## src/sv/bbd_pkg.sv

```systemverilog
// Shared types and constants of the BGGR bilinear demosaic block.
`timescale 1ns / 1ps

package bbd_pkg;

    localparam int PIXEL_W    = 8;
    localparam int CFG_W      = 12;
    localparam int OUT_DATA_W = 3 * PIXEL_W;

    // Configuration register indexes.
    localparam logic CFG_FRAME_WIDTH  = 1'b0;
    localparam logic CFG_FRAME_HEIGHT = 1'b1;

    // Reset values of the configuration registers.
    localparam logic [CFG_W-1:0] FRAME_WIDTH_RESET  = 12'd640;
    localparam logic [CFG_W-1:0] FRAME_HEIGHT_RESET = 12'd480;

    // Input item kinds carried on tuser.
    localparam logic MODE_RAW   = 1'b0;
    localparam logic MODE_DRAIN = 1'b1;

    // Position of the output pixel, reduced to what the interpolation needs.
    typedef struct packed {
        logic odd_row;
        logic odd_col;
        logic row_gt0;
        logic col_gt0;
        logic row_lt_last;
        logic col_lt_last;
        logic frame_end;
    } emit_flags_t;

    // Control word of the item held in the read stage.
    typedef struct packed {
        logic        valid;
        logic        emit;
        logic        raw;
        logic        zero_top_mid;
        emit_flags_t flags;
    } stage_ctrl_t;

endpackage

```

## src/sv/bbd_ctrl.sv

```systemverilog
// Raster position tracking, drain sequencing and the line-store read stage.
`timescale 1ns / 1ps

module bbd_ctrl #(
    parameter int MAX_WIDTH  = 2048,
    parameter int MAX_HEIGHT = 2048
) (
    input  logic                           clk,
    input  logic                           rst_n,
    input  logic                           cfg_we,
    input  logic                           cfg_index,
    input  logic [bbd_pkg::CFG_W-1:0]      cfg_data,
    input  logic                           in_accept,
    input  logic                           in_mode,
    input  logic [bbd_pkg::PIXEL_W-1:0]    in_pixel,
    input  logic                           stage_adv,
    output logic                           rd_en,
    output logic [$clog2(MAX_WIDTH)-1:0]   rd_addr,
    output bbd_pkg::stage_ctrl_t           stage_ctrl,
    output logic [bbd_pkg::PIXEL_W-1:0]    stage_pixel,
    output logic [$clog2(MAX_WIDTH)-1:0]   stage_addr
);

    localparam int COL_W  = $clog2(MAX_WIDTH);
    localparam int ROW_W  = $clog2(MAX_HEIGHT);
    localparam int WSZ_W  = $clog2(MAX_WIDTH + 1);
    localparam int HSZ_W  = $clog2(MAX_HEIGHT + 1);
    localparam int PEND_W = $clog2(MAX_WIDTH + 2);

    // Clamp a written size to 2..max and round it down to even.
    function automatic int eff_size(logic [bbd_pkg::CFG_W-1:0] v, int maxv);
        int t;
        t = int'(v);
        if (t < 2)
        begin
            t = 2;
        end
        if (t > maxv)
        begin
            t = maxv;
        end
        return t & ~1;
    endfunction

    localparam logic [WSZ_W-1:0] W_RESET =
        WSZ_W'(eff_size(bbd_pkg::FRAME_WIDTH_RESET, MAX_WIDTH));
    localparam logic [HSZ_W-1:0] H_RESET =
        HSZ_W'(eff_size(bbd_pkg::FRAME_HEIGHT_RESET, MAX_HEIGHT));

    logic [WSZ_W-1:0]  width_reg, width_next;
    logic [HSZ_W-1:0]  height_reg, height_next;
    logic [COL_W-1:0]  col_reg, col_next;
    logic [ROW_W-1:0]  row_reg, row_next;
    logic [PEND_W-1:0] pend_reg, pend_next;

    bbd_pkg::stage_ctrl_t        ctrl_reg, ctrl_next;
    logic [bbd_pkg::PIXEL_W-1:0] pixel_reg;
    logic [COL_W-1:0]            addr_reg;

    logic [WSZ_W-1:0]  w_m1;
    logic [HSZ_W-1:0]  h_m1;
    logic [COL_W-1:0]  cur_c;
    logic [ROW_W-1:0]  cur_r;
    logic [WSZ_W-1:0]  c_inc;
    logic [HSZ_W-1:0]  r_inc;
    logic              raw_valid;
    logic [PEND_W-1:0] w_p1;
    logic [PEND_W-1:0] k;
    logic              drain_ok;
    logic              item_used;
    logic [HSZ_W-1:0]  er;
    logic [WSZ_W-1:0]  ec;
    logic              is_raw;

    assign w_m1   = width_reg - WSZ_W'(1);
    assign h_m1   = height_reg - HSZ_W'(1);
    assign is_raw = (in_mode == bbd_pkg::MODE_RAW);
    assign w_p1   = PEND_W'(width_reg) + PEND_W'(1);
    assign k      = w_p1 - pend_reg;
    assign drain_ok  = (pend_reg != '0) && (pend_reg <= w_p1);
    assign item_used = is_raw || drain_ok;

    always_comb
    begin
        // A stale position outside the frame restarts at the origin.
        if ((WSZ_W'(col_reg) >= width_reg) || (HSZ_W'(row_reg) >= height_reg))
        begin
            cur_c = '0;
            cur_r = '0;
        end
        else
        begin
            cur_c = col_reg;
            cur_r = row_reg;
        end
        c_inc = WSZ_W'(cur_c) + WSZ_W'(1);
        r_inc = HSZ_W'(cur_r) + HSZ_W'(1);
        raw_valid = (cur_r >= ROW_W'(2)) || ((cur_r == ROW_W'(1)) && (cur_c != '0));

        if (is_raw)
        begin
            if (cur_c != '0)
            begin
                er = HSZ_W'(cur_r) - HSZ_W'(1);
                ec = WSZ_W'(cur_c) - WSZ_W'(1);
            end
            else
            begin
                er = HSZ_W'(cur_r) - HSZ_W'(2);
                ec = w_m1;
            end
        end
        else
        begin
            if (k == '0)
            begin
                er = height_reg - HSZ_W'(2);
                ec = w_m1;
            end
            else
            begin
                er = h_m1;
                ec = WSZ_W'(k - PEND_W'(1));
            end
        end
    end

    always_comb
    begin
        width_next  = width_reg;
        height_next = height_reg;
        col_next    = col_reg;
        row_next    = row_reg;
        pend_next   = pend_reg;

        if (cfg_we)
        begin
            case (cfg_index)
                bbd_pkg::CFG_FRAME_WIDTH:
                begin
                    width_next = WSZ_W'(eff_size(cfg_data, MAX_WIDTH));
                end
                bbd_pkg::CFG_FRAME_HEIGHT:
                begin
                    height_next = HSZ_W'(eff_size(cfg_data, MAX_HEIGHT));
                end
                default:
                begin
                    width_next = width_reg;
                end
            endcase
            col_next  = '0;
            row_next  = '0;
            pend_next = '0;
        end
        else if (in_accept)
        begin
            if (is_raw)
            begin
                pend_next = '0;
                if (c_inc >= width_reg)
                begin
                    col_next = '0;
                    if (r_inc >= height_reg)
                    begin
                        row_next  = '0;
                        pend_next = w_p1;
                    end
                    else
                    begin
                        row_next = r_inc[ROW_W-1:0];
                    end
                end
                else
                begin
                    col_next = c_inc[COL_W-1:0];
                    row_next = cur_r;
                end
            end
            else if (drain_ok)
            begin
                pend_next = pend_reg - PEND_W'(1);
            end
        end
    end

    always_comb
    begin
        ctrl_next = ctrl_reg;
        if (in_accept && item_used)
        begin
            ctrl_next.valid        = 1'b1;
            ctrl_next.raw          = is_raw;
            ctrl_next.emit         = is_raw ? raw_valid : 1'b1;
            ctrl_next.zero_top_mid = !is_raw && (k >= PEND_W'(width_reg));
            ctrl_next.flags.odd_row     = er[0];
            ctrl_next.flags.odd_col     = ec[0];
            ctrl_next.flags.row_gt0     = (er != '0);
            ctrl_next.flags.col_gt0     = (ec != '0);
            ctrl_next.flags.row_lt_last = (er != h_m1);
            ctrl_next.flags.col_lt_last = (ec != w_m1);
            ctrl_next.flags.frame_end   = (er == h_m1) && (ec == w_m1);
        end
        else if (stage_adv)
        begin
            ctrl_next.valid = 1'b0;
        end
    end

    assign rd_en   = in_accept && item_used;
    assign rd_addr = is_raw ? cur_c : k[COL_W-1:0];

    always_ff @(posedge clk or negedge rst_n)
    begin
        if (!rst_n)
        begin
            width_reg  <= W_RESET;
            height_reg <= H_RESET;
            col_reg    <= '0;
            row_reg    <= '0;
            pend_reg   <= '0;
            ctrl_reg   <= '0;
        end
        else
        begin
            width_reg  <= width_next;
            height_reg <= height_next;
            col_reg    <= col_next;
            row_reg    <= row_next;
            pend_reg   <= pend_next;
            ctrl_reg   <= ctrl_next;
        end
    end

    always_ff @(posedge clk)
    begin
        if (in_accept && item_used)
        begin
            pixel_reg <= is_raw ? in_pixel : '0;
            addr_reg  <= cur_c;
        end
    end

    assign stage_ctrl  = ctrl_reg;
    assign stage_pixel = pixel_reg;
    assign stage_addr  = addr_reg;

endmodule

```

## config.mk

```make
export PLATFORM = sky130hd
export DESIGN_NAME = bbd_ctrl
export DESIGN_NICKNAME = d
export VERILOG_FILES = /design/src/sv/bbd_pkg.sv /design/src/sv/bbd_ctrl.sv
export SDC_FILE = /design/constraint.sdc
export NUM_CORES = 1
export LEC_CHECK = 0
export BUFFER_PORTS_ARGS = -buffer_cell sky130_fd_sc_hd__buf_4
export CAP_MARGIN = 15
export CORE_ASPECT_RATIO = 0.8
export CORE_MARGIN = 2
export CORE_UTILIZATION = 42
export DETAILED_ROUTE_END_ITERATION = 12
export GPL_TIMING_DRIVEN = 0
export REMOVE_ABC_BUFFERS = 1
export SYNTH_ARGS = -nofsm -noshare
export SYNTH_HDL_FRONTEND = slang
export SYNTH_SLANG_ARGS = --single-unit
```

## constraint.sdc

```tcl
create_clock -name clk -period 5.97 [get_ports clk]
set_input_delay 0.2985 -clock clk [delete_from_list [all_inputs] [get_ports clk]]
set_output_delay 0.2985 -clock clk [all_outputs]
set_load 0.005 [all_outputs]
```

## Word level (Yosys, flattened, before mapping)

Cells that the tools add are included.

| operators by class | value |
|---|---|
| mux-type cells | 34 |
| add/sub/neg operators | 12 |
| equality and inequality tests | 7 |
| bitwise logic cells | 2 |
| reductions and logical operators | 19 |
| order comparisons | 10 |

Operators with widths:

| cell | number |
|---|---|
| 12-bit two-way mux | 15 |
| 11-bit two-way mux | 12 |
| 32-bit two-way mux | 4 |
| 32-bit by 13-bit > comparator with 1-bit output (second input constant) | 2 |
| 12-bit by 1-bit subtractor with 12-bit output (second input constant) | 4 |
| 12-bit greater-or-equal comparator | 3 |
| 12-bit nonzero test | 3 |
| 11-bit by 1-bit adder with 12-bit output (second input constant) | 2 |
| 12-bit == test | 2 |
| 11-bit by 12-bit greater-or-equal comparator with 1-bit output | 2 |
| 12-bit != test | 2 |
| 11-bit by 1-bit subtractor with 12-bit output (second input constant) | 2 |
| 12-bit by 1-bit adder with 12-bit output (second input constant) | 1 |
| 12-bit <= comparator | 1 |
| 12-bit logical NOT | 1 |
| 12-bit by 2-bit less-than comparator with 1-bit output (second input constant) | 1 |
| 11-bit by 2-bit subtractor with 12-bit output (second input constant) | 1 |
| 12-bit subtractor | 1 |
| 12-bit by 2-bit subtractor with 12-bit output (second input constant) | 1 |
| 11-bit by 1-bit == test with 1-bit output (second input constant) | 1 |
| 11-bit by 2-bit greater-or-equal comparator with 1-bit output (second input constant) | 1 |
| 11-bit nonzero test | 1 |
| 2-bit AND reduction | 4 |
| 1-bit logical AND | 5 |
| other kinds (6) | 12 |

| storage, ports and cells | value |
|---|---|
| output and inout port bits | 42 |
| input bits | 27 |
| register bits after elaboration | 86 |
| logic and storage cells | 102 |

## Logic depth before layout (Yosys ltp)

| depth | value |
|---|---|
| depth in word-level cells | 10 |
| depth in mapped cells | 31 |
| mapped depth without buffers | 24 |

## Worst setup path after synthesis

No wires, ideal clock.

| timing path | value |
|---|---|
| kind | register to register |
| start | register width_reg[3] |
| end | register row_reg[6] |
| data required time | 5894 ps |
| slack | 276 ps |
| path buffers | 6 |
| setup time | 76 ps |
| cell stages (with the launch flop) | 29 |
| arrival time | 5618 ps |
| period minus slack after synthesis | 5694 ps |
| path through | dfrtp_1 > clkbuf_1 > inv_1 > ha_1 > a21o_1 > o211ai_1 > nor4bb_1 > buf_2 > buf_2 > buf_2 > clkbuf_1 > nand2_1 > inv_1 > ha_1 > nand3_1 > nor3_1 > xnor2_1 > ha_1 > nor2b_1 > o21ai_0 > o211ai_1 > a221o_1 > a211oi_1 > o21bai_1 > o21ai_1 > and3_1 > clkbuf_1 > nand3_1 > o21ai_1 |

| on the way | value |
|---|---|
| cells in the longest elaborated chain, start to end | 10 |
| elaborated cells on any way between the ends | 13 |
| classes of those cells | add/sub: 2; order compare: 3; mux: 7; reduce/logical: 1 |

RTL lines:

| item | line | RTL |
|---|---|---|
| start: declaration | bbd_ctrl.sv:50 | `logic [WSZ_W-1:0] width_reg, width_next;` |
| start signal: assignment | bbd_ctrl.sv:226 | `width_reg <= width_next;` |
| 11-bit by 12-bit greater-or-equal comparator with 1-bit output | bbd_ctrl.sv:86 | `if ((WSZ_W'(col_reg) >= width_reg) \|\| (HSZ_W'(row_reg) >= height_reg))` |
| 1-bit logical OR | bbd_ctrl.sv:86 |  |
| 11-bit two-way mux | bbd_ctrl.sv:86 |  |
| 11-bit by 1-bit adder with 12-bit output | bbd_ctrl.sv:97 | `r_inc = HSZ_W'(cur_r) + HSZ_W'(1);` |
| 12-bit greater-or-equal comparator | bbd_ctrl.sv:164 | `if (r_inc >= height_reg)` |
| 11-bit two-way mux | bbd_ctrl.sv:164 |  |
| 11-bit two-way mux (*) | bbd_ctrl.sv:161 | `if (c_inc >= width_reg)` |
| 11-bit two-way mux (*) | bbd_ctrl.sv:158 | `if (is_raw)` |
| 11-bit two-way mux (*) | bbd_ctrl.sv:156 | `else if (in_accept)` |
| 11-bit two-way mux (*) | bbd_ctrl.sv:136 | `if (cfg_we)` |
| end signal: assignment | bbd_ctrl.sv:229 | `row_reg <= row_next;` |
| end: declaration | bbd_ctrl.sv:53 | `logic [ROW_W-1:0] row_reg, row_next;` |

Every way passes the cells marked *; elsewhere a longest branch is shown, timed or not. The select of a mux whose other input is x is not followed.
A chain may end at the register's enable or synchronous reset.

## Final worst setup path

| timing path | value |
|---|---|
| start | register width_reg[1] |
| end | register pend_reg[2] |

| on the way | value |
|---|---|
| cells in the longest elaborated chain, start to end | 10 |
| elaborated cells on any way between the ends | 18 |
| classes of those cells | add/sub: 3; order compare: 4; eq/ne: 1; mux: 7; reduce/logical: 3 |

RTL lines:

| item | line | RTL |
|---|---|---|
| 11-bit by 12-bit greater-or-equal comparator with 1-bit output | bbd_ctrl.sv:86 |  |
| 1-bit logical OR | bbd_ctrl.sv:86 |  |
| 11-bit two-way mux | bbd_ctrl.sv:86 |  |
| 11-bit by 1-bit adder with 12-bit output | bbd_ctrl.sv:97 |  |
| 12-bit greater-or-equal comparator | bbd_ctrl.sv:164 |  |
| 12-bit two-way mux | bbd_ctrl.sv:164 |  |
| 12-bit two-way mux | bbd_ctrl.sv:161 |  |
| 12-bit two-way mux | bbd_ctrl.sv:158 |  |
| 12-bit two-way mux | bbd_ctrl.sv:156 |  |
| 12-bit two-way mux | bbd_ctrl.sv:136 |  |
| end signal: assignment | bbd_ctrl.sv:230 | `pend_reg <= pend_next;` |
| end: declaration | bbd_ctrl.sv:54 | `logic [PEND_W-1:0] pend_reg, pend_next;` |

Several ways; a longest one is shown, not always the timed one. The select of a mux whose other input is x is not followed.

==> flow_summary.yaml <==
cts:
  cts.clk_slew.worst_paths_ns: 0.07
  htreeDepth: 3
  clock_sinks: 86
  root_buffer: "clkbuf_16"
  clk_latency_ns: 0.35
  cts_tree: "yes"
  cts_buffers: 9
  cts_buffer_depth: 2
  postCtsHoldBufs: 0
cells_and_area:
  regArea_mm2: 0.00226
  area_delta_synth_final_pct: 14.4
  largest_register_ffs: 12
  drive_above_1_share_pct: 15.9
  layout.nets: 1168
  multi_input_area_mm2: 0.00579
  final_common_cell: "nand2_1"
  final_cell_mix: "nand2_1, buf_4, ha_1"
  num_antenna_cells: 0
  fill_cells: 1971
  postLayoutCellArea_mm2: 0.00957
global_routing:
  grt-ovfl-total: 0
  grt_max_degree: 71
  grt_pass1_vias: 7226
  grt_pass1_wl_um: 42300
  antenna_found_initial: 0
  grt_use_total_pct: 25.8
floorplan:
  dieWidth_um: 162
  rows: 46
  dieHeight_um: 130
  core_area_mm2: 0.0197
  start_util_pct: 42.5
  dieArea_mm2: 0.0211
  io_pins: 69
logic_synthesis:
  async_flop_share_pct: 77.9
  synth_flop_cell: "dfrtp_1"
  syn_avg_cell_area_um2: 8.18
  syn_area_mm2: 0.00837
  synth_warnings: 0
  ys_ff_latch: 86
  postSynthCellCount: 1023
  synth_cell_types: 94
  synth-edff-count: 19
  yosysSeqAreaShare_pct: 26.9
timing:
  fin_ws_ns: 0.289
  slew_violations: 0
  relSlewSlack_pct: 31.6
  setup_viol_count_final: 0
  worstMarginPinSlew_ns: 1.02
  fmax_mhz: 176
  min_period_ns: 5.68
  final_hold_viol_count: 0
  skew_ns: 0.0135
  finalCritPeriodShare_pct: 95.2
routing:
  drtAntennaViolNets: 0
  drt_iter0_drc: 836
  dr.pass1.iters: 5
  routed_via_density: 5.98
  drt_wl_total_um: 27200
  via_count: 7978
  drc: 0
  post_drt_wl_per_cell_um: 20.4
worst_setup_path:
  end_kind: "flip-flop"
  crit_path_max_fanout: 22
  worstPathArrival_ns: 5.90
  cp_cell_sequence: "ha_1 > nand2b_1 > a21oi_1 > o211ai_1 > nor4bb_4 > buf_4 > buf_8 > nand2_2 > inv_1 > ha_2 > nand3_2 > nor3_4 > xnor2_1 > ha_1 > nor2b_1 > o21ai_0 > o211ai_1 > a221o_1 > a211oi_2 > o21bai_2 > o21ai_4 > a21oi_2 > nand2b_1 > o21ai_0"
  critPathKind: "reg2reg"
  max_stage_delay_ns: 0.66
  cp_slowest_cell: "dfrtp_1"
  crit_required_ns: 6.19
  cp-start-kind: "flip-flop"
place:
  place_area_mm2: 0.00909
  place_ws_ns: -1.18
  io_buffers: 68
  place.gp.congestion: 0.920
  hpwl_um: 20200
power:
  powerDensity_mw_per_mm2: 281
  leakage_uw: 0.00415
  vdd_drop_max_uv: 160
status:
  status: "finished, final reports clean"
job:
  drv_cap: 0
min_path:
  min_path_type: "in2async"
==> synth_stat cells, types with 9 or more instances <==
cell,number,area (um2)
nor2_1,59,221
o21ai_0,73,365
inv_1,65,244
nor4_1,10,62.6
nand4_1,21,131
nand3_1,36,180
a21oi_1,46,230
nor3_1,37,185
nor2b_1,18,113
a31oi_1,9,56.3
or3_1,10,62.6
o211ai_1,12,90.1
edfxtp_1,19,571
dfrtp_1,61,1530
a21o_1,16,120
xnor2_1,51,447
xor2_1,16,140
mux2_2,9,101
ha_1,76,951
clkbuf_1,43,161
and3_1,10,62.6
a22o_1,19,166
o21ai_1,18,90.1
nand2b_1,14,87.6
nand2_1,109,409
==> critical path: cells and delay by family, from the launching register on <==
kind | cells | cell delay, ns
compound gates | 10 | 1.95
xor+xnor | 1 | 0.21
fa+ha+maj | 3 | 0.88
buf+inv | 3 | 0.48
flops | 1 | 0.66
simple gates | 7 | 1.36
==> cells by family (layout without fill, tap and decap cells) <==
kind of cell	after synthesis	count (layout)	share of synthesized area, %
XOR/XNOR	69	69	7.47
AO/OA/AOI/OAI	290	290	23.9
multiplexers	16	16	2.06
buffers and inverters	121	166	5.56
flip-flops	86	86	26.9
adder cells (fa/ha/maj)	77	77	11.6
AND/OR/NAND/NOR	364	365	22.5
==> report_power, final <==
group          internal (uW)  leakage, uW  switching (uW)
clock                    287     0.000134             261
combinational            562      0.00296             826
sequential               683      0.00105            71.9
==> path summary, 6_finish.rpt <==
| check | from | endpoint | slack (ns) | depth (start not counted) |
|---|---|---|---|---|
| max | width_reg[1]$_DFFE_PN0P_ | pend_reg[2]$_DFFE_PN0P_ | 0.29 | 24 |
| min | rst_n | stage_ctrl[3]$_DFFE_PN0P_ | 0.08 | 1 |
| max reg2reg | width_reg[1]$_DFFE_PN0P_ | pend_reg[2]$_DFFE_PN0P_ | 0.29 | 24 |
| min reg2reg | height_reg[5]$_DFFE_PN1P_ | height_reg[5]$_DFFE_PN1P_ | 0.49 | 2 |
| max in group asynchronous | rst_n | width_reg[3]$_DFFE_PN0P_ | 5.20 | 1 |
| min in group clk | stage_adv | stage_ctrl[10]$_DFFE_PN0P_ | 0.13 | 2 |
==> layer usage <==
layer | share of wire, % | global-route usage, % | vias to the layer above
met1 | 48 | 39.3 | 3777
met4 | 1.2 | 5.05 | 0
met3 | 9.0 | 5.34 | 25
met5 | 0 | 0 | -
li1 | - | - | 3834
met2 | 42 | 37.7 | 342
==> layout make-up <==
type | count | share of cell area [%]
tap | 264 | 3.45
inverter | 68 | 2.71
clock inverter | 7 | 0.575
multi-input combinational | 817 | 60.5
sequential | 86 | 23.6
timing repair buffer | 82 | 6.80
clock buffer | 9 | 2.35
==> repair_timing <==
action                                  CTS  global route
gates resized for setup                  11            21
pin swaps                                 3             2
buffers inserted                          2             9
endpoints found under the setup margin   33            36
cloned                                    1             0
==> metrics by stage <==
| step | total power [uW] | utilization [%] | TNS (ns) | std cells | hold slack (ns) |
|---|---|---|---|---|---|
| 5_1_grt | 2860 | 48.6 | -0.0294 | 1333 | 0.131 |
| 3_5_place_dp | 2100 | 46.2 | -27.32 | 1306 | 0.475 |
| 6_report | 2690 | 48.6 | 0 | 1333 | 0.0827 |
| 3_3_place_gp | 2080 | 45.7 | -272.74 | 1302 | 0.466 |
| 2_1_floorplan | 1650 | - | -76.54 | 970 | 0.00291 |
| 4_1_cts | 2670 | 48.0 | 0 | 1325 | 0.120 |
(Power assumes the default switching activity.)
