$ cat config.mk
export PLATFORM = sky130hd
export DESIGN_NAME = bbd_datapath
export DESIGN_NICKNAME = d
export VERILOG_FILES = /design/src/sv/bbd_pkg.sv /design/src/sv/bbd_datapath.sv
export SDC_FILE = /design/constraint.sdc
export NUM_CORES = 1
export LEC_CHECK = 0
export BUFFER_PORTS_ARGS = -buffer_cell sky130_fd_sc_hd__buf_4
export CAP_MARGIN = 0
export CELL_PAD_IN_SITES_DETAIL_PLACEMENT = 1
export CELL_PAD_IN_SITES_GLOBAL_PLACEMENT = 1
export CORE_UTILIZATION = 46
export DETAILED_ROUTE_END_ITERATION = 7
export PLACE_DENSITY_LB_ADDON = 0.1
export RECOVER_POWER = 100
export REMOVE_ABC_BUFFERS = 1
export SKIP_LAST_GASP = 1
export SYNTH_ARGS = -nofsm -noshare
export SYNTH_HDL_FRONTEND = slang
export SYNTH_SLANG_ARGS = --single-unit
$ cat constraint.sdc
create_clock -name clk -period 5.2 [get_ports clk]
set_clock_uncertainty 0.15 [all_clocks]
set_input_delay 1.04 -clock clk [delete_from_list [all_inputs] [get_ports clk]]
set_output_delay 1.04 -clock clk [all_outputs]
set_load 0.03 [all_outputs]
$ cat src/sv/bbd_pkg.sv
// Shared types and constants of the BGGR bilinear demosaic block.
`timescale 1ns / 1ps

package bbd_pkg;

    localparam int PIXEL_W    = 8;
    localparam int CFG_W      = 12;
    localparam int OUT_DATA_W = 3 * PIXEL_W;

    // Configuration register indexes.
    localparam logic CFG_FRAME_WIDTH  = 1'b0;
    localparam logic CFG_FRAME_HEIGHT = 1'b1;

    // Reset values of the configuration registers.
    localparam logic [CFG_W-1:0] FRAME_WIDTH_RESET  = 12'd640;
    localparam logic [CFG_W-1:0] FRAME_HEIGHT_RESET = 12'd480;

    // Input item kinds carried on tuser.
    localparam logic MODE_RAW   = 1'b0;
    localparam logic MODE_DRAIN = 1'b1;

    // Position of the output pixel, reduced to what the interpolation needs.
    typedef struct packed {
        logic odd_row;
        logic odd_col;
        logic row_gt0;
        logic col_gt0;
        logic row_lt_last;
        logic col_lt_last;
        logic frame_end;
    } emit_flags_t;

    // Control word of the item held in the read stage.
    typedef struct packed {
        logic        valid;
        logic        emit;
        logic        raw;
        logic        zero_top_mid;
        emit_flags_t flags;
    } stage_ctrl_t;

endpackage

$ cat src/sv/bbd_datapath.sv
// 3x3 window, bilinear interpolation and the result register.
`timescale 1ns / 1ps

module bbd_datapath (
    input  logic                              clk,
    input  logic                              rst_n,
    input  bbd_pkg::stage_ctrl_t              stage_ctrl,
    input  logic [bbd_pkg::PIXEL_W-1:0]       stage_pixel,
    input  logic [bbd_pkg::PIXEL_W-1:0]       upper_rd,
    input  logic [bbd_pkg::PIXEL_W-1:0]       middle_rd,
    input  logic                              stage_adv,
    input  logic                              m_tready,
    output logic                              out_free,
    output logic                              m_tvalid,
    output logic [bbd_pkg::OUT_DATA_W-1:0]    m_tdata,
    output logic                              m_tlast
);

    localparam int PW = bbd_pkg::PIXEL_W;

    logic [PW-1:0] win_reg  [3][3];
    logic [PW-1:0] win_next [3][3];
    logic [PW-1:0] col_top, col_mid;

    logic          out_valid_reg, out_valid_next;
    logic [PW-1:0] red_reg, green_reg, blue_reg;
    logic          last_reg;
    logic [PW-1:0] red, green, blue;
    logic          out_load;

    logic [PW+1:0] diag4, edge4;
    logic [PW:0]   rt_dn, dn_up, lf_rt, lf_up;

    assign col_top = stage_ctrl.zero_top_mid ? '0 : upper_rd;
    assign col_mid = stage_ctrl.zero_top_mid ? '0 : middle_rd;

    always_comb
    begin
        for (int i = 0; i < 3; i++)
        begin
            win_next[i][0] = win_reg[i][1];
            win_next[i][1] = win_reg[i][2];
        end
        win_next[0][2] = col_top;
        win_next[1][2] = col_mid;
        win_next[2][2] = stage_pixel;
    end

    // Neighbor sums on the window after this item's column has shifted in.
    always_comb
    begin
        diag4 = (PW+2)'(win_next[0][0]) + (PW+2)'(win_next[0][2])
              + (PW+2)'(win_next[2][0]) + (PW+2)'(win_next[2][2]);
        edge4 = (PW+2)'(win_next[1][0]) + (PW+2)'(win_next[1][2])
              + (PW+2)'(win_next[0][1]) + (PW+2)'(win_next[2][1]);
        rt_dn = (PW+1)'(win_next[1][2]) + (PW+1)'(win_next[2][1]);
        dn_up = (PW+1)'(win_next[2][1]) + (PW+1)'(win_next[0][1]);
        lf_rt = (PW+1)'(win_next[1][0]) + (PW+1)'(win_next[1][2]);
        lf_up = (PW+1)'(win_next[1][0]) + (PW+1)'(win_next[0][1]);
    end

    always_comb
    begin
        case ({stage_ctrl.flags.odd_row, stage_ctrl.flags.odd_col})
            2'b00:
            begin
                // Blue site.
                if (stage_ctrl.flags.row_gt0 && stage_ctrl.flags.col_gt0)
                begin
                    red   = diag4[PW+1:2];
                    green = edge4[PW+1:2];
                end
                else
                begin
                    red   = win_next[2][2];
                    green = rt_dn[PW:1];
                end
                blue = win_next[1][1];
            end
            2'b01:
            begin
                // Green site in a blue row.
                if (stage_ctrl.flags.row_gt0 && stage_ctrl.flags.col_lt_last)
                begin
                    red  = dn_up[PW:1];
                    blue = lf_rt[PW:1];
                end
                else
                begin
                    red  = win_next[2][1];
                    blue = win_next[1][0];
                end
                green = win_next[1][1];
            end
            2'b10:
            begin
                // Green site in a red row.
                if (stage_ctrl.flags.row_lt_last && stage_ctrl.flags.col_gt0)
                begin
                    red  = lf_rt[PW:1];
                    blue = dn_up[PW:1];
                end
                else
                begin
                    red  = win_next[1][2];
                    blue = win_next[0][1];
                end
                green = win_next[1][1];
            end
            default:
            begin
                // Red site.
                if (stage_ctrl.flags.row_lt_last && stage_ctrl.flags.col_lt_last)
                begin
                    green = edge4[PW+1:2];
                    blue  = diag4[PW+1:2];
                end
                else
                begin
                    green = lf_up[PW:1];
                    blue  = win_next[0][0];
                end
                red = win_next[1][1];
            end
        endcase
    end

    assign out_free = !out_valid_reg || m_tready;
    assign out_load = stage_adv && stage_ctrl.emit;

    always_comb
    begin
        if (out_load)
        begin
            out_valid_next = 1'b1;
        end
        else if (m_tready)
        begin
            out_valid_next = 1'b0;
        end
        else
        begin
            out_valid_next = out_valid_reg;
        end
    end

    always_ff @(posedge clk or negedge rst_n)
    begin
        if (!rst_n)
        begin
            out_valid_reg <= 1'b0;
            for (int i = 0; i < 3; i++)
            begin
                for (int j = 0; j < 3; j++)
                begin
                    win_reg[i][j] <= '0;
                end
            end
        end
        else
        begin
            out_valid_reg <= out_valid_next;
            if (stage_adv)
            begin
                win_reg <= win_next;
            end
        end
    end

    always_ff @(posedge clk)
    begin
        if (out_load)
        begin
            red_reg   <= red;
            green_reg <= green;
            blue_reg  <= blue;
            last_reg  <= stage_ctrl.flags.frame_end;
        end
    end

    assign m_tvalid = out_valid_reg;
    assign m_tdata  = {blue_reg, green_reg, red_reg};
    assign m_tlast  = last_reg;

endmodule

# --- Word-level counts from Yosys, hierarchy flattened ---
# Index checks and enable logic that the tools add are counted.
classes:
  n_addsub: 10
  n_eq_ne: 2
  n_mux: 15
  n_reduce_logical: 10
op_table:
  columns: ["operator", "n"]
  rows:
  - ["$mux W8", 10]
  - ["$add A8 B8 Y9", 6]
  - ["$pmux W8 S3", 2]
  - ["$add A10 B8 Y10", 2]
  - ["$add A9 B8 Y10", 2]
  - ["$pmux W8 S2", 1]
  - ["$logic_and A1 B1 Y1", 5]
  - ["$eq A2 B1 Y1 const B", 1]
  - ["$eq A2 B2 Y1 const B", 1]
  - ["$logic_not A2 Y1", 1]
  - ["$mux W1", 2]
  - ["$reduce_bool A2 Y1", 1]
  - ["$reduce_or A2 Y1", 1]
  - ["$logic_not A1 Y1", 1]
  - ["$logic_or A1 B1 Y1", 1]
totals:
  regBits: 74
  wordCells: 48

# --- Depth between registers and ports, before layout ---
# Gate-level depths: netlist of run 1.
depth:
  depth_word: 6
  depth_mapped: 13
  ltp_nobuf: 13

# --- Least setup slack after synthesis of run 1 ---
# No wires, ideal clock.
synth_timing:
  path_kind: "input to register"
  start: "input stage_ctrl[7] in the netlist's numbering"
  end: "register green_reg[5] (data pin)"
  setup_ns: 0.267
  arrival_time_ns: 3.795
  required_ns: 4.783
  path_slack_ns: 0.988
  stages: 13
  path_buffers: 2
  path_cell_list: "buf_4 -> clkbuf_1 -> nor2b_1 -> inv_1 -> fa_1 -> inv_1 -> fa_1 -> a21o_1 -> a21o_1 -> a2111oi_0 -> a211oi_2 -> nor2_1 -> a211oi_1"
synth_via:
  elab_chain_cells: 6
synth_lines:
  columns: ["element", "line_no", "text"]
  rows:
  - ["from (decl)", "bbd_datapath.sv:7", "input bbd_pkg::stage_ctrl_t stage_ctrl,"]
  - ["$mux W8 (*)", "bbd_datapath.sv:35", "assign col_mid = stage_ctrl.zero_top_mid ? '0 : middle_rd;"]
  - ["via col_mid[2]", "bbd_datapath.sv:23", "logic [PW-1:0] col_top, col_mid;"]
  - ["$add A8 B8 Y9", "bbd_datapath.sv:54", "edge4 = (PW+2)'(win_next[1][0]) + (PW+2)'(win_next[1][2])"]
  - ["$add A9 B8 Y10", "bbd_datapath.sv:55", "+ (PW+2)'(win_next[0][1]) + (PW+2)'(win_next[2][1]);"]
  - ["$add A10 B8 Y10", "bbd_datapath.sv:55", null]
  - ["$mux W8 (on tied branches)", "bbd_datapath.sv:113, bbd_datapath.sv:68", null]
  - ["$pmux W8 S2 (*)", "bbd_datapath.sv:64", "case ({stage_ctrl.flags.odd_row, stage_ctrl.flags.odd_col})"]
  - ["via green[5]", "bbd_datapath.sv:28", "logic [PW-1:0] red, green, blue;"]
  - ["to (signal assigned)", "bbd_datapath.sv:175", "green_reg <= green;"]
  - ["to (decl)", "bbd_datapath.sv:26", "logic [PW-1:0] red_reg, green_reg, blue_reg;"]
# The timed path passes the listed nets; every way through them passes the cells marked *.
# A chain may end at the register's enable or synchronous reset.

# --- Worst setup path after layout of run 1 ---
layout_timing:
  start: "input stage_pixel[1] in the netlist's numbering"
  end: "register red_reg[7] (data pin)"
layout_via:
  elab_chain_cells: 3
layout_lines:
  columns: ["element", "line_no", "text"]
  rows:
  - ["from (decl)", "bbd_datapath.sv:8", "input logic [bbd_pkg::PIXEL_W-1:0] stage_pixel,"]
  - ["$add A10 B8 Y10", "bbd_datapath.sv:53", "+ (PW+2)'(win_next[2][0]) + (PW+2)'(win_next[2][2]);"]
  - ["$mux W8", "bbd_datapath.sv:68", "if (stage_ctrl.flags.row_gt0 && stage_ctrl.flags.col_gt0)"]
  - ["$pmux W8 S3", "bbd_datapath.sv:64", null]
  - ["via red[7]", "bbd_datapath.sv:28", null]
  - ["to (signal assigned)", "bbd_datapath.sv:174", "red_reg <= red;"]
  - ["to (decl)", "bbd_datapath.sv:26", null]
# The timed path passes the listed nets, and every way through them passes these cells.

==> summary.md, run 1 <==
| Metric | Value |
|---|---|
| Post-detail-place hpwl | around 17 mm |
| Commonest non-fill, non-tap cell in the layout | inv_1 |
| Gr busiest metal | met2 |
| Vias in the first global route | roughly 6300 |
| Nets | 916 |
| Port Buffers | 63 |
| Worst Setup End Kind | flip-flop |
| RSZ-0062 raised after global routing | no |
| Max-Cap Viols | 2 |
| Global Route Usage Sum | 0.323 |
| Clk sinks | between 70 and 80 |
| Post-CTS Setup Bufs | 0 |
| Most frequent cells in the layout | inv_1 (98), nand2_1 (81), o21ai_0 (78), a21oi_1 (51), dfrtp_1 (49) |
| Worst r2r src | win_next[9]$_DFFE_PN0P_ |
| Die Y | between 100 and 150 um |
| Diodes inserted | 0 |
| Pins Over Slew Limit | 76 |
| Setup TNS | 0 ns |
| Routed vias | between 5000 and 6000 |
| Hold Crit Depth | 2 |
| Crit path kind | input pin to flip-flop |
| Post-layout instance area | about 7400 um^2 |
| Syn avg cell area | roughly 8.9 um^2 |
| Reg2reg end | green_reg[5]$_DFFE_PP_ |
| Worst setup margin | 0.365 ns |
| Worst-skew pair later-pin latency | approximately 0.35 ns |
| Global placement routability congestion | between 0.9 and 1 |
| Leakage power | around 3.3 nW |
| Worst Path Max Fanout | 3 |
| Final Cycle Share | 0.930 |
| Area growth from synthesis to layout | 11.9% |
| Slowest stage delay, CP | about 0.54 ns |
| M2 GR Usage | 0.525 |
| CTS Buf Count | 9 |
| Synth async-reset ratio | 0.662 |
| Synth Instances | roughly 750 |
| Die area | ~15000 um^2 |
| Relative max-transition margin | -1.00 |
| Pre-antenna DRT Iters | 5 |
| Seq/Total Area, Yosys | 0.299 |
| CTS root buffer | clkbuf_16 |
| Share of layout cells above drive strength 1 | 0.0925 |
| Area after DPL | around 7200 um^2 |
| Post-route ant nets | 0 |
| Slew @ Worst Pin | between 3 and 4 ns |
| Leading register cell type out of synthesis | dfrtp_1 |
| CTS hold repair buffers | 0 |
| Post-CTS Resized | 0 |
| Grt total ovfl | 0 |
| Worst vdd ir | ~140 uV |
| I/O pins | 66 |
| Initial antenna violation count | 0 |
| Hold Path Class | flip-flop to flip-flop |
| Yosys cell types | 74 |
| Max FFs per register | 48 |
| Critical path's slowest cell | fa_1 |
| Multi-input logic area | between 4000 and 5000 um^2 |
| Initial Utilization | 0.475 |
| Routed vias/inst | approximately 6 |
| Power Total | approximately 2.5 mW |
| Clock Path Buffers | 2 |
| Row count | between 40 and 50 |
| Min Tclk post-route | around 4.8 ns |
| Pre-CTS WS | between 0.3 and 0.4 ns |
| Failing checks | capacitance limit, slew limit |
| Fmax | between 200 and 250 MHz |
| Met1 Use GR | 0.431 |
| Chip Width | between 100 and 150 um |
| Hold path start | m_tvalid$_DFFE_PN0P_ |
| Worst path arrival time | 4.79 ns |
| Register area | 1980 um^2 |
| Largest net degree at the start of global routing | 83 |
| Initial drt markers | between 300 and 400 |
| Crit-path cells | clkbuf_1 -> inv_1 -> fa_1 -> inv_1 -> fa_1 -> nand4b_1 -> inv_1 -> fa_1 -> a211oi_1 -> nor2_1 -> o31a_1 -> o21ai_0 -> a221oi_1 -> o41a_1 |
| Hold Path Sink | m_tvalid$_DFFE_PN0P_ |
| First-pass GRT wire length | 35.2 mm |
| H-tree depth | 3 |
| Post-synth EDFFs | 25 |
| FF+latch count, synth | between 70 and 80 |
| DRC violations left | 0 |
| Filler cell count in the final layout | between 1500 and 2000 |
| TritonCTS clock tree | done |
| Worst-path clk slew | approximately 0.06 ns |
| R2r worst-path depth | 12 |
| Req. time, crit path | between 5 and 6 ns |
| Final hold violations | 0 |
| Core footprint | 13900 um^2 |
| DRT Wirelength | approximately 23 mm |
| Yosys warning count | 0 |
| R2r setup slk | 0.79 ns |
| Crit path launch type | input pin |
| Met3 usage | 0.0351 |
| Wirelength per Cell | about 23 um |
| P per Cell Area | 335 nW/um^2 |
| Status | finished, violations left |
| Synth Cell Area | between 6000 and 7000 um^2 |
| Final setup fails | 0 |
==> area by class of cell <==
type,instances,share of cell area
clock buffers,9,0.0304
flip-flops and latches,74,0.267
repair buffers,68,0.0538
inverters,98,0.0497
well taps,180,0.0304
multi-input cells,544,0.559
clock inverters,7,0.00913
==> worst max-delay path, delay by kind of cell <==
family | cells | cell delay [ns]
buffers and inverters | 4 | 0.39
AOI/OAI and AO/OA | 5 | 1.56
adders and majority gates | 3 | 1.44
and+or+nand+nor | 2 | 0.34
==> synthesized netlist by cell type, drive strengths merged, types with 18 or more instances <==
| cell | instances | area, um^2 |
|---|---|---|
| inv | 98 | 368 |
| nand2 | 81 | 304 |
| o21ai | 80 | 400 |
| a21oi | 53 | 273 |
| dfrtp | 49 | 1230 |
| ha | 46 | 576 |
| fa | 36 | 721 |
| edfxtp | 25 | 751 |
| nor2 | 23 | 88.8 |
| clkbuf | 22 | 82.6 |
| mux2i | 18 | 180 |
==> metrics by stage <==
stage	cells	utilization	hold slack (ns)
6_report	980	0.531	0.358
5_1_grt	980	0.531	0.404
4_1_cts	980	0.540	0.368
3_5_place_dp	964	0.519	0.353
3_3_place_gp	964	0.519	0.331
2_1_floorplan	716	-	0.337
==> metal layers <==
metal	share of wire	vias to the layer above
li1	-	2724
met1	0.45	2978
met2	0.47	218
met3	0.047	50
met4	0.034	0
met5	0	-
==> where the power goes <==
| part | internal (mW) | switching, mW |
|---|---|---|
| Sequential | 0.666 | 0.0569 |
| Clock | 0.372 | 0.281 |
| Combinational | 0.428 | 0.678 |
==> cells by family (layout without fill, tap and decap cells) <==
group	count (synthesis)	after routing	share of synthesized area
muxes	28	28	0.0443
and+or+nand+nor	184	184	0.137
DFF	74	74	0.299
buffers and inverters	127	182	0.0732
xor gates and xnor gates	20	20	0.0265
AOI/OAI and AO/OA	230	230	0.224
adders and majority gates	82	82	0.196
==> worst max-delay path by stage <==
stage | slack, ns | to | from
after floorplan | 0.99 | red_reg[7]$_DFFE_PP_ | stage_pixel[1]
after global placement | 0.46 | red_reg[7]$_DFFE_PP_ | stage_pixel[1]
after detailed placement | 0.31 | red_reg[7]$_DFFE_PP_ | stage_pixel[1]
after CTS | 0.66 | red_reg[7]$_DFFE_PP_ | stage_pixel[1]
after global routing | 0.27 | red_reg[7]$_DFFE_PP_ | stage_pixel[1]
final | 0.36 | red_reg[7]$_DFFE_PP_ | stage_pixel[1]
Note: power is estimated with default switching activity, not from simulation.
==> run 2, diff against run 1 <==
--- a/config.mk
+++ b/config.mk
@@ -5,12 +5,13 @@
 export SDC_FILE = /design/constraint.sdc
 export NUM_CORES = 1
 export LEC_CHECK = 0
-export BUFFER_PORTS_ARGS = -buffer_cell sky130_fd_sc_hd__buf_4
 export CAP_MARGIN = 0
 export CELL_PAD_IN_SITES_DETAIL_PLACEMENT = 1
 export CELL_PAD_IN_SITES_GLOBAL_PLACEMENT = 1
-export CORE_UTILIZATION = 46
+export CORE_ASPECT_RATIO = 1.2
+export CORE_UTILIZATION = 50
 export DETAILED_ROUTE_END_ITERATION = 7
+export DONT_BUFFER_PORTS = 1
 export PLACE_DENSITY_LB_ADDON = 0.1
 export RECOVER_POWER = 100
 export REMOVE_ABC_BUFFERS = 1
==> run 2 against run 1 <==
  * The flow still finishes with violations (capacitance limit, slew limit)
  * Combinational power down 10%
  * Highest routed layer unchanged
  * Setup slack better by 0.42 ns
  * Power down 0.24%
  * Global-route usage up 0.80 points
  * Largest cell class unchanged
  * Hold slack worse by 0.13 ns
  * Clock power up 11%
  * Critical endpoint unchanged
  * Via count down 3.1%
  * Sequential cell count unchanged
==> summary.md, run 2 (synthesis results as in run 1) <==
| Metric | Value |
|---|---|
| Crit path launch type | input pin |
| P per Cell Area | 350 nW/um^2 (+4.5%) |
| Crit-path cells | inv_1 -> fa_1 -> inv_1 -> fa_1 -> nand4b_1 -> inv_1 -> fa_1 -> a211oi_1 -> nor2_1 -> o31a_1 -> o21ai_0 -> a221oi_1 -> o41a_1 |
| Hold Path Class | input pin to asynchronous set/reset pin |
| R2r setup slk | 0.82 ns (+0.03 ns) |
| Power Total | 2.47 mW (-0.24%) |
| Worst r2r src | win_next[9]$_DFFE_PN0P_ |
| Max-Cap Viols | 1 (-1) |
| Status | finished, violations left |
| Post-CTS Setup Bufs | 0 (unchanged) |
| Relative max-transition margin | -0.247 (+0.757) |
| Final Cycle Share | 0.848 (-0.0816) |
| Worst Setup End Kind | flip-flop |
| DRT Wirelength | 21.6 mm (-4.1%) |
| Setup TNS | 0 ns (unchanged) |
| Fmax | 227 MHz (+9.6%) |
| RSZ-0062 raised after global routing | no |
| WP buf/inv | 3 (-1) |
| Port Buffers | 0 (-100%) |
| Top delay family on crit path | adder cells |
| Worst setup margin | 0.789 ns (+0.424 ns) |
| H-tree depth | 3 (unchanged) |
| Initial drt markers | 405 (+7.7%) |
| Min Tclk post-route | 4.41 ns (-0.424 ns) |
| TritonCTS clock tree | done |
| Slew @ Worst Pin | 1.87 ns (-1.13 ns) |
| Global placement routability congestion | 0.963 (+1.6%) |
| Die area | 13700 um^2 (-7.9%) |
| Commonest non-fill, non-tap cell in the layout | inv_1 |
| DRC violations left | 0 (unchanged) |
| Clk sinks | 74 (unchanged) |
| Post-CTS Resized | 0 (unchanged) |
| Final hold violations | 0 (unchanged) |
| Area growth from synthesis to layout | 6.89% |
| Final setup fails | 0 (unchanged) |
| Grt total ovfl | 0 (unchanged) |
| Diodes inserted | 0 (unchanged) |
| Wirelength per Cell | 23.9 um (+4.1%) |
| Worst Path Max Fanout | 3 (unchanged) |
| Met3 usage | 0.0376 (+0.00251) |
| Gr busiest metal | met2 |
| Pins Over Slew Limit | 26 (-66%) |
| CTS Buf Count | 9 (unchanged) |
| Critical path's slowest cell | fa_1 |
| Vias in the first global route | 6313 (+0.67%) |
| Leakage power | 3.13 nW (-5.3%) |
| Row count | 45 (+4.7%) |
| Pre-CTS WS | 0.613 ns (+0.299 ns) |
| Nets | 855 (-6.7%) |
| Critical path depth in cells | 13 (-1) |
| Worst setup endpoint | red_reg[7]$_DFFE_PP_ |
| Max FFs per register | 48 (unchanged) |
| Setup crit start | stage_pixel[1] |
| Failing checks | capacitance limit, slew limit |
| Met1 Use GR | 0.385 (-0.0460) |
| Worst path arrival time | 4.35 ns (-0.44 ns) |
| CTS root buffer | clkbuf_16 |
| I/O pins | 66 (unchanged) |
| Share of layout cells above drive strength 1 | 0.0541 (-0.0384) |
| Reg2reg end | green_reg[5]$_DFFE_PP_ |
| Global Route Usage Sum | 0.331 (+0.00795) |
| Initial Utilization | 0.517 (+0.0428) |
| Initial antenna violation count | 0 (unchanged) |
| Most frequent cells in the layout | inv_1 (98), nand2_1 (81), o21ai_0 (78), a21oi_1 (51), dfrtp_1 (49) |
| Clock Path Buffers | 2 (unchanged) |
| Post-detail-place hpwl | 16.0 mm (-3.9%) |
| Pre-antenna DRT Iters | 5 (unchanged) |
| Worst-skew pair later-pin latency | 0.35 ns (about the same) |
| Core footprint | 12800 um^2 (-8.3%) |
| Routed vias/inst | 6.40 (+5.1%) |
| R2r worst-path depth | 12 (unchanged) |
| Worst-path clk slew | 0.07 ns (about the same) |
| First-pass GRT wire length | 33.8 mm (-4.0%) |
| CTS hold repair buffers | 0 (unchanged) |
| Worst vdd ir | 146 uV (+2.2%) |
| Slowest stage delay, CP | 0.54 ns (about the same) |
| Largest net degree at the start of global routing | 83 (unchanged) |
| Routed vias | 5783 (-3.1%) |
| Min Hold Slack | 0.227 ns (-0.132 ns) |
| Chip Width | 107 um (-12%) |
| Post-route ant nets | 0 (unchanged) |
| Crit path kind | input pin to flip-flop |
| Req. time, crit path | 5.14 ns (about the same) |
| Die Y | 128 um (+5.0%) |
| M2 GR Usage | 0.585 (+0.0594) |
run 2: cell types whose count changed in the layout (fill, tap and decap cells not counted):
cell | before | now
buf_4 | 37 | 4
clkbuf_8 | 0 | 2
clkbuf_4 | 1 | 0
and2_1 | 8 | 9
clkinvlp_4 | 1 | 0
clkinv_4 | 0 | 1
clkbuf_1 | 30 | 3
bufinv_16 | 1 | 2
and2_0 | 3 | 2
clkinv_2 | 3 | 0
run 2: worst min-delay path by stage:
stage                          endpoint  slack (ns)
6_report       win_next[16]$_DFFE_PN0P_        0.23
5_1_grt        win_next[16]$_DFFE_PN0P_        0.23
4_1_cts         win_next[8]$_DFFE_PN0P_        0.22
3_5_place_dp   win_next[16]$_DFFE_PN0P_        0.39
3_3_place_gp   win_next[16]$_DFFE_PN0P_        0.38
2_1_floorplan  win_next[41]$_DFFE_PN0P_        0.34
run 2: cell type report:
type	count	area [um^2]
fill	1498	5710
timing repair buffer	7	41.3
sequential	74	1980
clock inverter	5	83.8
tap	164	205
inverter	98	368
clock buffer	11	253
multi-input combinational	544	4140
run 2: layer usage:
metal,vias to the layer above,wire length (um)
li1,2611,-
met2,200,10900
met3,64,871
met4,0,1090
met1,2908,8740
met5,-,0
run 2: through the flow:
step | util | cells | cell area, um^2
after floorplan | - | 716 | 6500
after detailed placement | 0.529 | 887 | 6760
after global routing | 0.553 | 903 | 7070
after global placement | 0.529 | 887 | 6760
after CTS | 0.555 | 903 | 7090
final | 0.553 | 903 | 7070
run 2: power breakdown:
part	total, mW	internal [mW]	switching (mW)
sequential	0.755	0.667	0.0876
clock	0.723	0.450	0.274
combinational	0.997	0.405	0.592
